**src/design/kps_pkg.sv**
```systemverilog
// ----------------------------------------------------------------------------
// kps_pkg
// Shared types and constants for the serial keypad scanner.
// ----------------------------------------------------------------------------
`default_nettype none

package kps_pkg;

  localparam int unsigned KeyCount     = 16;
  localparam int unsigned MaskW        = 16;
  localparam int unsigned BitIdxW      = $clog2(MaskW);
  localparam int unsigned BitCntW      = 5;
  localparam int unsigned KeyW         = 5;
  localparam int unsigned IntervalW    = 20;
  localparam int unsigned PhaseW       = 8;
  localparam int unsigned CfgIdxW      = 1;
  localparam int unsigned CfgDataW     = IntervalW;

  localparam logic [IntervalW-1:0] IntervalMax   = {IntervalW{1'b1}};
  localparam logic [IntervalW-1:0] IntervalReset = IntervalW'(8000);
  localparam logic [PhaseW-1:0]    HalfBitReset  = PhaseW'(2);

  // configuration register indexes
  localparam logic [CfgIdxW-1:0] CfgScanInterval = 1'b0;
  localparam logic [CfgIdxW-1:0] CfgHalfBit      = 1'b1;

  typedef enum logic [4:0] {
    SqIdle  = 5'b00001,
    SqStart = 5'b00010,
    SqLow   = 5'b00100,
    SqHigh  = 5'b01000,
    SqTrail = 5'b10000
  } kps_state_e;

  // sequencer result for one tick, taken before the state registers update
  typedef struct packed {
    logic             clock_level;
    logic [MaskW-1:0] cur_mask;
    logic [MaskW-1:0] prev_mask;
    logic             done;
  } kps_seq_t;

endpackage : kps_pkg

`default_nettype wire

```
**src/design/kps_seq.sv**
```systemverilog
// ----------------------------------------------------------------------------
// kps_seq
// Read sequencer: interval counter, phase timing, bit shifting and the
// current and previous key masks, plus the configuration registers.
// ----------------------------------------------------------------------------
`default_nettype none

module kps_seq (
  input  wire logic                          clk_i,
  input  wire logic                          rst_ni,
  input  wire logic                          cfg_we_i,
  input  wire logic [kps_pkg::CfgIdxW-1:0]   cfg_index_i,
  input  wire logic [kps_pkg::CfgDataW-1:0]  cfg_data_i,
  input  wire logic                          step_i,
  input  wire logic                          data_pin_i,
  output kps_pkg::kps_seq_t                  seq_o
);

  logic [kps_pkg::IntervalW-1:0] scan_q;
  logic [kps_pkg::PhaseW-1:0]    half_q;

  kps_pkg::kps_state_e           state_q, state_d;
  logic [kps_pkg::IntervalW-1:0] icnt_q, icnt_d;
  logic [kps_pkg::PhaseW-1:0]    pcnt_q, pcnt_d;
  logic [kps_pkg::BitCntW-1:0]   bcnt_q, bcnt_d;
  logic [kps_pkg::MaskW-1:0]     shift_q, shift_d;
  logic [kps_pkg::MaskW-1:0]     cur_q, cur_d;
  logic [kps_pkg::MaskW-1:0]     prev_q, prev_d;

  kps_pkg::kps_state_e           st;
  logic [kps_pkg::IntervalW-1:0] icnt;
  logic [kps_pkg::PhaseW-1:0]    hb;
  logic [kps_pkg::BitCntW-1:0]   bcnt_inc;
  logic                          start;
  logic                          last;
  logic                          clock_level;
  logic                          done;

  always_ff @(posedge clk_i or negedge rst_ni) begin
    if (!rst_ni) begin
      scan_q <= kps_pkg::IntervalReset;
      half_q <= kps_pkg::HalfBitReset;
    end else if (cfg_we_i) begin
      unique case (cfg_index_i)
        kps_pkg::CfgScanInterval: scan_q <= cfg_data_i;
        kps_pkg::CfgHalfBit:      half_q <= cfg_data_i[kps_pkg::PhaseW-1:0];
        default: ;
      endcase
    end
  end

  always_comb begin
    hb    = (half_q == '0) ? kps_pkg::PhaseW'(1) : half_q;
    start = (state_q == kps_pkg::SqIdle) && (icnt_q >= scan_q);

    st      = start ? kps_pkg::SqStart : state_q;
    pcnt_d  = start ? '0 : pcnt_q;
    bcnt_d  = start ? '0 : bcnt_q;
    shift_d = start ? '0 : shift_q;
    icnt    = start ? '0 : icnt_q;
    state_d = st;
    cur_d   = cur_q;
    prev_d  = prev_q;
    done    = 1'b0;
    clock_level = 1'b1;
    bcnt_inc    = bcnt_d + kps_pkg::BitCntW'(1);

    // phase ends once its tick count reaches the current length
    last = ({1'b0, pcnt_d} + {1'b0, kps_pkg::PhaseW'(1)}) >= {1'b0, hb};

    if (st != kps_pkg::SqIdle) begin
      clock_level = !((st == kps_pkg::SqStart) || (st == kps_pkg::SqLow));
      if ((st == kps_pkg::SqLow) && last && !data_pin_i &&
          (bcnt_d < kps_pkg::BitCntW'(kps_pkg::MaskW))) begin
        shift_d[bcnt_d[kps_pkg::BitIdxW-1:0]] = 1'b1;
      end
      pcnt_d = pcnt_d + kps_pkg::PhaseW'(1);
      if (last) begin
        pcnt_d = '0;
        unique case (st)
          kps_pkg::SqStart: state_d = kps_pkg::SqLow;
          kps_pkg::SqLow:   state_d = kps_pkg::SqHigh;
          kps_pkg::SqHigh: begin
            bcnt_d  = bcnt_inc;
            state_d = (bcnt_inc >= kps_pkg::BitCntW'(kps_pkg::KeyCount)) ?
                      kps_pkg::SqTrail : kps_pkg::SqLow;
          end
          default: begin
            prev_d  = cur_q;
            cur_d   = shift_d;
            state_d = kps_pkg::SqIdle;
            done    = 1'b1;
          end
        endcase
      end
    end

    icnt_d = (icnt < kps_pkg::IntervalMax) ? icnt + kps_pkg::IntervalW'(1) : icnt;

    seq_o.clock_level = clock_level;
    seq_o.cur_mask    = cur_d;
    seq_o.prev_mask   = prev_d;
    seq_o.done        = done;
  end

  always_ff @(posedge clk_i or negedge rst_ni) begin
    if (!rst_ni) begin
      state_q <= kps_pkg::SqIdle;
      icnt_q  <= '0;
      pcnt_q  <= '0;
      bcnt_q  <= '0;
      shift_q <= '0;
      cur_q   <= '0;
      prev_q  <= '0;
    end else if (step_i) begin
      state_q <= state_d;
      icnt_q  <= icnt_d;
      pcnt_q  <= pcnt_d;
      bcnt_q  <= bcnt_d;
      shift_q <= shift_d;
      cur_q   <= cur_d;
      prev_q  <= prev_d;
    end
  end

endmodule : kps_seq

`default_nettype wire

```
**src/design/kps_query.sv**
```systemverilog
// ----------------------------------------------------------------------------
// kps_query
// Per-key flags: pressed, just pressed and just released for one key index.
// ----------------------------------------------------------------------------
`default_nettype none

module kps_query (
  input  wire logic [kps_pkg::KeyW-1:0]  key_index_i,
  input  wire logic [kps_pkg::MaskW-1:0] cur_mask_i,
  input  wire logic [kps_pkg::MaskW-1:0] prev_mask_i,
  output logic                           is_pressed_o,
  output logic                           just_pressed_o,
  output logic                           just_released_o
);

  logic                         in_range;
  logic [kps_pkg::KeyW-1:0]     key_m1;
  logic [kps_pkg::BitIdxW-1:0]  idx;
  logic                         cur_bit;
  logic                         prev_bit;

  always_comb begin
    in_range = (key_index_i != '0) &&
               (key_index_i <= kps_pkg::KeyW'(kps_pkg::KeyCount));
    key_m1   = key_index_i - kps_pkg::KeyW'(1);
    idx      = key_m1[kps_pkg::BitIdxW-1:0];
    cur_bit  = cur_mask_i[idx];
    prev_bit = prev_mask_i[idx];

    is_pressed_o    = in_range & cur_bit;
    just_pressed_o  = in_range & cur_bit & ~prev_bit;
    just_released_o = in_range & ~cur_bit & prev_bit;
  end

endmodule : kps_query

`default_nettype wire

```
**src/design/serial_keypad_scanner_edges.sv**
```systemverilog
// ----------------------------------------------------------------------------
// serial_keypad_scanner_edges
// Two-wire serial keypad reader, one timebase tick per input beat.
// ----------------------------------------------------------------------------
// an input beat passes the input register, then the result register; one beat
// per cycle while the output is not stalled, set by the single-pass sequencer
// update between the two registers
// reset (async, active low): sequencer idle, counters and masks cleared,
// scan interval 8000 ticks, half bit 2 ticks, both stages empty
`default_nettype none

module serial_keypad_scanner_edges (
  input  wire logic                          clk_i,
  input  wire logic                          rst_ni,
  input  wire logic                          in_valid_i,
  output logic                               in_ready_o,
  input  wire logic                          data_pin_i,
  input  wire logic [kps_pkg::KeyW-1:0]      key_index_i,
  output logic                               out_valid_o,
  input  wire logic                          out_ready_i,
  output logic                               clock_pin_o,
  output logic [kps_pkg::MaskW-1:0]          key_mask_o,
  output logic                               is_pressed_o,
  output logic                               just_pressed_o,
  output logic                               just_released_o,
  output logic                               snapshot_done_o,
  input  wire logic                          cfg_we_i,
  input  wire logic [kps_pkg::CfgIdxW-1:0]   cfg_index_i,
  input  wire logic [kps_pkg::CfgDataW-1:0]  cfg_data_i
);

  logic                      s1_valid_q;
  logic                      s1_data_q;
  logic [kps_pkg::KeyW-1:0]  s1_key_q;

  logic                      out_valid_q;
  logic                      clock_q;
  logic [kps_pkg::MaskW-1:0] mask_q;
  logic                      pressed_q;
  logic                      jp_q;
  logic                      jr_q;
  logic                      done_q;

  logic                      out_free;
  logic                      step;
  logic                      pressed;
  logic                      jp;
  logic                      jr;
  kps_pkg::kps_seq_t         seq;

  assign out_free   = !out_valid_q || out_ready_i;
  assign step       = s1_valid_q && out_free;
  assign in_ready_o = !s1_valid_q || out_free;

  always_ff @(posedge clk_i or negedge rst_ni) begin
    if (!rst_ni) begin
      s1_valid_q <= 1'b0;
    end else if (in_ready_o) begin
      s1_valid_q <= in_valid_i;
    end
  end

  always_ff @(posedge clk_i) begin
    if (in_ready_o && in_valid_i) begin
      s1_data_q <= data_pin_i;
      s1_key_q  <= key_index_i;
    end
  end

  kps_seq u_seq (
    .clk_i       (clk_i),
    .rst_ni      (rst_ni),
    .cfg_we_i    (cfg_we_i),
    .cfg_index_i (cfg_index_i),
    .cfg_data_i  (cfg_data_i),
    .step_i      (step),
    .data_pin_i  (s1_data_q),
    .seq_o       (seq)
  );

  kps_query u_query (
    .key_index_i     (s1_key_q),
    .cur_mask_i      (seq.cur_mask),
    .prev_mask_i     (seq.prev_mask),
    .is_pressed_o    (pressed),
    .just_pressed_o  (jp),
    .just_released_o (jr)
  );

  always_ff @(posedge clk_i or negedge rst_ni) begin
    if (!rst_ni) begin
      out_valid_q <= 1'b0;
    end else if (out_free) begin
      out_valid_q <= s1_valid_q;
    end
  end

  always_ff @(posedge clk_i) begin
    if (step) begin
      clock_q   <= seq.clock_level;
      mask_q    <= seq.cur_mask;
      pressed_q <= pressed;
      jp_q      <= jp;
      jr_q      <= jr;
      done_q    <= seq.done;
    end
  end

  assign out_valid_o     = out_valid_q;
  assign clock_pin_o     = clock_q;
  assign key_mask_o      = mask_q;
  assign is_pressed_o    = pressed_q;
  assign just_pressed_o  = jp_q;
  assign just_released_o = jr_q;
  assign snapshot_done_o = done_q;

endmodule : serial_keypad_scanner_edges

`default_nettype wire

```
**config.mk**
```make
export PLATFORM = sky130hd
export DESIGN_NAME = serial_keypad_scanner_edges
export DESIGN_NICKNAME = d
export VERILOG_FILES = /design/src/design/kps_pkg.sv /design/src/design/kps_seq.sv /design/src/design/kps_query.sv /design/src/design/serial_keypad_scanner_edges.sv
export SDC_FILE = /design/constraint.sdc
export NUM_CORES = 1
export LEC_CHECK = 0
export ABC_AREA = 0
export BUFFER_PORTS_ARGS = -buffer_cell sky130_fd_sc_hd__buf_4
export CORE_MARGIN = 2
export CORE_UTILIZATION = 51
export CTS_BUF_LIST = sky130_fd_sc_hd__clkbuf_4
export DETAILED_ROUTE_END_ITERATION = 6
export GPL_TIMING_DRIVEN = 1
export PLACE_DENSITY_LB_ADDON = 0.25
export SETUP_SLACK_MARGIN = 0.1
export SLEW_MARGIN = 20
export SYNTH_ARGS = -nofsm -noshare
export SYNTH_HDL_FRONTEND = slang
export SYNTH_HIERARCHICAL = 1
export SYNTH_SLANG_ARGS = --single-unit
```
**constraint.sdc**
```tcl
create_clock -name clk_i -period 6.85 [get_ports clk_i]
set_clock_uncertainty 0.05 [all_clocks]
set_input_delay 1.37 -clock clk_i [delete_from_list [all_inputs] [get_ports clk_i]]
set_output_delay 1.37 -clock clk_i [all_outputs]
set_load 0.03 [all_outputs]
```
==> metrics, run 1 <==
gpl congestion=0.822; Final Total Pwr=2.73 mW; WHS Path Cells=1; FP Rows=44; commonest non-fill, non-tap cells in the layout=dfrtp_1, o21ai_0, nand2_1, inv_1, buf_4; CP endpoint kind=flop; Num CTS Buffers=17; RSZ-0062 raised after global routing=no; TNS Setup=0 ns; Clock Latency Late Sink=0.57 ns; Via Count=5654; CTS tree=done; Yosys top cell by area=dfrtp_1; post-cts sizing count=0; Routed WL=15900 um; cell depth of the worst flop-to-flop path=21; worst slew pin tran=1.11 ns; multi-input combinational cell area=3500 um^2; H-Tree Depth=4; EDFF count, synth=27; clock tree root buffer cell=clkbuf_4; Tcrit/Tclk final=91.7%; Pins Over Slew Limit=0; non-filler cells, final=977; # fillers=1229; post-synthesis async set-or-reset flop share=81.1%; GR Overflow Total=0; status=complete, no violations; initial antenna violation count=1; share of cells above drive strength 1=21.7%; Post-Synthesis Cells=734; CTS Sinks=143; met2 wire len=7960 um; vias in the first global route=5531; largest net degree at the start of global routing=62; first-iteration detailed-routing DRC count=335; Synth Area per Inst=10.4 um^2; wire per inst=16.3 um; Worst EP arrival=6.68 ns; die area=15900 um^2; Synth top area share=35.4%; Max Root-Sink Buffers=2; sequential fraction of the synthesis area=48.8%; Nets=847; setup violators final=0; Critical Path RT=7.25 ns; DR top layer=met4; Synth Flop Type=dfrtp_1; Slew HR=26.0%; Area Overhead vs Synth=11.5%; FF/Latch Area=3720 um^2; Post-DRT Antenna Nets=0; cts hold-fix bufs=0; Vias/cell=5.79; placed wire-length estimate=11200 um; port buffer count=54; Startpoint Class=flop; Synthesized Nets=802; MaxCap Viol Count=0; Pleak=3.70 nW; # IOs=55; Initial Util=52.3%; met1 WL=7130 um; placed insts=944; hold crit path type=reg2reg; drt drc=0; synthesized area=7630 um^2; Period minus WS final=6.28 ns; commonest non-fill, non-tap cell in the layout=dfrtp_1; Die H=126 um; pre-CTS setup slack=0.540 ns; Seq cells post-synth=143; area of the core=14600 um^2; WL met3=594 um; Cell Pwr Density=321 nW/um^2; final setup margin=0.566 ns; final hold violations=0; WS Path Type=reg2reg; Post-CTS Setup Inserts=0; Reg clk slew, reported paths=0.13 ns; Die Span X=126 um; DR pass1 iterations=4; cells taking the most area after synthesis=dfrtp_1, edfxtp_1, ha_1; Fmax achieved=159 MHz; global-route wire length before repair=26500 um; Distinct cells, synth=71; Worst Path Max Fanout=52; VDD IR-drop max=209 uV; Yosys warnings=6; GRT Util Overall=20.7%
-- logic make-up (layout without fill, tap and decap cells) --
group           after synthesis  after routing  share of synthesized area, %
other cells                   0              1                             0
fa+ha+maj                    36             36                          5.91
flops                       143            143                          48.8
simple gates                221            221                          14.9
buf+inv                     102            160                          5.46
mux                          51             51                          8.71
xor+xnor                     15             15                          1.72
compound gates              166            166                          14.5
-- path summary, 6_finish.rpt --
kind	slack [ns]	endpoint	from
min reg2reg	0.47	u_seq/half_q[0]$_DFFE_PN0P_	u_seq/half_q[0]$_DFFE_PN0P_
min in group asynchronous	0.80	u_seq/scan_q[4]$_DFFE_PN0P_	rst_ni
max reg2reg	0.57	just_released_o$_DFFE_PP_	u_seq/scan_q[9]$_DFFE_PN1P_
max	0.57	just_released_o$_DFFE_PP_	u_seq/scan_q[9]$_DFFE_PN1P_
min	0.47	u_seq/half_q[0]$_DFFE_PN0P_	u_seq/half_q[0]$_DFFE_PN0P_
max in group asynchronous	4.68	u_seq/icnt_q[6]$_DFFE_PN0P_	rst_ni
-- stage by stage --
stage	utilization [%]	hold WS, ns	area [um^2]
2_1_floorplan	-	0.427	7630
4_1_cts	58.3	0.473	8500
3_5_place_dp	56.0	0.446	8170
3_3_place_gp	56.0	0.440	8170
6_report	58.3	0.468	8510
5_1_grt	58.3	0.488	8510
-- report_power, final --
group | internal (mW) | switching (mW)
Combinational | 0.388 | 0.546
Clock | 0.295 | 0.326
Sequential | 1.04 | 0.130
Total | 1.73 | 1.00
-- flip-flops by register name, indices dropped and copies added, names as in the netlist, 8 cells and up --
register and flops:
u_seq/scan_q 20, u_seq/cur_q 16, u_seq/icnt_q 20, key_mask_o 16
u_seq/shift_q 16, u_seq/pcnt_q 8, u_seq/half_q 8, u_seq/prev_q 16
-- metal layers --
metal	vias up	GRT usage (%)
met1	2809	26.8
met4	0	6.59
met3	19	4.97
met5	-	0
met2	102	34.6
li1	2724	-
-- critical path, cell delays in order, from the launching register on --
cell       delay, ns
dfstp_2         0.54
inv_1           0.05
ha_1            0.30
a21o_1          0.17
a221o_1         0.33
a221oi_2        0.31
o211ai_2        0.27
nand2_1         0.18
buf_4           0.38
nand2_1         0.13
xnor2_1         0.15
ha_1            0.22
a2111oi_0       0.35
o21ai_0         0.23
a221oi_4        0.45
or3_1           0.20
buf_6           0.32
mux2_2          0.39
mux4_2          0.46
and3_1          0.22
a211oi_1        0.29
a32o_1          0.18
-- Yosys cell counts, types with 3 or more instances --
master    instances
buf_4             4
clkbuf_1         20
nand4_1           8
xnor2_1           7
mux2i_1           3
nor4_1            5
or3_1             6
nor3_1           14
buf_2            12
or4_1             4
mux4_2            8
nand2b_1          9
a32oi_1           4
a22o_1           15
and2_1            8
edfxtp_1         27
a211oi_1          3
inv_1            64
a32o_1            6
nand2_1          74
o211ai_1          4
mux2_2           38
dfrtp_1         108
xor2_1            8
a21oi_1          23
o41ai_1           3
nor2_1           24
and3_1            8
o21ai_0          77
dfstp_2           8
nand3_1          41
nor2b_1           3
a21boi_0          3
ha_1             36
o21ai_1           3
-- layout make-up --
cell class | count | area share [%]
flip-flops and latches | 143 | 43.8
clock inverters | 15 | 2.40
diodes | 1 | 0.0294
clock buffers | 17 | 1.50
multi-input cells | 489 | 41.1
inverters | 65 | 2.87
repair buffers | 63 | 5.60
well taps | 184 | 2.71
Power figures use the tool's default switching activity.
==> run 2, diff against run 1 <==
CTS_BUF_LIST = not set   (was sky130_fd_sc_hd__clkbuf_4)
==> run 2 against run 1 <==
  * Die area is the same
  * Sequential share of layout area decreased by 1.4 points
  * Combinational power up 0.9%
  * Hold slack got worse by 0.013 ns
  * Critical path depth unchanged
  * First-iteration DRC count increased by 30%
  * Register-to-register slack better by 0.03 ns
  * Critical endpoint is now just_pressed_o$_DFFE_PP_
==> metrics, run 2 (same netlist as run 1, synthesis figures left out) <==
status=complete, no violations (unchanged); RR Endpoint=just_pressed_o$_DFFE_PP_ (was just_released_o$_DFFE_PP_); Worst R2R Start=u_seq/scan_q[9]$_DFFE_PN1P_ (unchanged); CP endpoint=just_pressed_o$_DFFE_PP_ (was just_released_o$_DFFE_PP_); final hold violations=0 (unchanged); CP endpoint kind=flop (unchanged); DP Area=8170 um^2 (unchanged); # IOs=55 (unchanged); Core Util, Final=60.2% (was 58.3%); Critical Path Source=u_seq/scan_q[9]$_DFFE_PN1P_ (unchanged); r2r setup slk=0.60 ns (was 0.57 ns); Worst EP arrival=6.36 ns (was 6.68 ns); VDD IR-drop max=212 uV (was 209 uV); drt drc=0 (unchanged); Post-DRT Antenna Nets=0 (unchanged); Via Count=5731 (was 5654); Initial Util=52.3% (unchanged); H-Tree Depth=4 (unchanged); DR pass1 iterations=5 (was 4); gpl congestion=0.822 (unchanged); port buffer count=54 (unchanged); Routed WL=16200 um (was 15900 um); vias in the first global route=5704 (was 5531); Num CTS Buffers=17 (unchanged); TNS Setup=0 ns (unchanged); Tcrit/Tclk final=91.2% (was 91.7%); cell area after layout=8790 um^2 (was 8510 um^2); commonest non-fill, non-tap cell in the layout=dfrtp_1 (unchanged); GRT Util Overall=21.2% (was 20.7%); area of the core=14600 um^2 (unchanged); Die Span X=126 um (unchanged); worst slew pin tran=1.11 ns (about the same); cell depth of the worst flop-to-flop path=21 (unchanged); largest net degree at the start of global routing=62 (unchanged); global-route wire length before repair=27100 um (was 26500 um); placed wire-length estimate=11200 um (unchanged); Fmax achieved=160 MHz (was 159 MHz); Largest regs=u_seq/icnt_q (20), u_seq/scan_q (20) (unchanged); Max Root-Sink Buffers=2 (unchanged); first-iteration detailed-routing DRC count=435 (was 335); Cell Pwr Density=348 nW/um^2 (was 321 nW/um^2); Nets=847 (unchanged); Critical Path RT=6.96 ns (was 7.25 ns); Die H=126 um (unchanged); Period minus WS final=6.25 ns (was 6.28 ns); FP Rows=44 (unchanged); Clock Latency Late Sink=0.42 ns (was 0.57 ns); hold crit path type=reg2reg (unchanged); Slew HR=25.7% (was 26.0%); share of cells above drive strength 1=21.7% (unchanged); die area=15900 um^2 (unchanged); Vias/cell=5.87 (was 5.79); Hold Slack=0.454 ns (was 0.468 ns); initial antenna violation count=0 (was 1); wire per inst=16.6 um (was 16.3 um); RSZ-0062 raised after global routing=no (unchanged); antenna cell count=0 (was 1); GR Overflow Total=0 (unchanged); Startpoint Class=flop (unchanged); Area Overhead vs Synth=15.2% (was 11.5%); WS Path Type=reg2reg (unchanged); commonest non-fill, non-tap cells in the layout=dfrtp_1, o21ai_0, nand2_1, inv_1, buf_4 (unchanged); CTS tree=done (unchanged); WHS Path Cells=1 (unchanged); Pleak=3.83 nW (was 3.70 nW); Pins Over Slew Limit=0 (unchanged); CTS Sinks=143 (unchanged); clock tree root buffer cell=clkbuf_16 (was clkbuf_4); setup violators final=0 (unchanged); Reg clk slew, reported paths=0.06 ns (was 0.13 ns); Worst Path Max Fanout=52 (unchanged); MaxCap Viol Count=0 (unchanged)
run 2: cell types whose count changed in the layout (fill, tap and decap cells not counted):
cell       change
clkbuf_16     +20
bufinv_16      -3
clkbuf_4      -17
diode_2        -1
run 2: report_power, final:
| group | switching (mW) | internal [mW] | leakage (nW) |
|---|---|---|---|
| Sequential | 0.131 | 1.05 | 1.77 |
| Clock | 0.372 | 0.571 | 0.300 |
| Combinational | 0.552 | 0.388 | 1.76 |
run 2: routing by layer:
layer	part of all wire (%)	GRT usage, %	vias up
li1	-	-	2730
met1	44	27.0	2841
met2	50	35.6	132
met3	4.2	5.14	28
met4	2.1	6.98	0
met5	0	0	-
run 2: how the worst min path moves through the flow:
stage                                             end                        start
after global routing      u_seq/prev_q[5]$_DFFE_PN0P_  u_seq/prev_q[5]$_DFFE_PN0P_
final                     u_seq/half_q[0]$_DFFE_PN0P_  u_seq/half_q[0]$_DFFE_PN0P_
after CTS                 u_seq/half_q[0]$_DFFE_PN0P_  u_seq/half_q[0]$_DFFE_PN0P_
after detailed placement  u_seq/bcnt_q[1]$_DFFE_PN0P_  u_seq/bcnt_q[1]$_DFFE_PN0P_
after global placement    u_seq/prev_q[5]$_DFFE_PN0P_  u_seq/prev_q[5]$_DFFE_PN0P_
after floorplan           u_seq/pcnt_q[4]$_DFFE_PN0P_  u_seq/pcnt_q[4]$_DFFE_PN0P_
run 2: layout make-up:
class	count	area (um^2)
clock buffer	20	500
clock inverter	12	114
fill	1168	5800
inverter	65	244
multi-input combinational	489	3500
sequential	143	3720
tap	184	230
timing repair buffer	63	477
run 2: per-stage QoR:
stage,worst slack [ns],power [mW],std cells
final,0.600,3.06,976
after global routing,0.159,3.24,976
after CTS,0.519,3.07,976
after global placement,0.783,2.07,944
after floorplan,0.975,1.87,734
after detailed placement,0.540,2.12,944
run 2: timing repair:
action | in CTS | in global routing
setup buffers | 0 | 0
hold buffers | 0 | 0
resized for setup | 0 | 1
setup endpoints to repair | 0 | 2
run 2: worst max-delay path: stages, from the launching register on:
cell and delay (ns):
dfstp_2 0.51, inv_1 0.05, ha_1 0.31, a21o_1 0.17
a221o_1 0.33, a221oi_2 0.31, o211ai_2 0.27, nand2_1 0.18
buf_4 0.39, nand2_1 0.13, xnor2_1 0.15, ha_1 0.22
a2111oi_0 0.35, o21ai_0 0.23, a221oi_4 0.46, or3_1 0.20
buf_6 0.32, mux2_2 0.39, mux4_2 0.46, and3_1 0.22
o211ai_1 0.21, o32ai_2 0.09
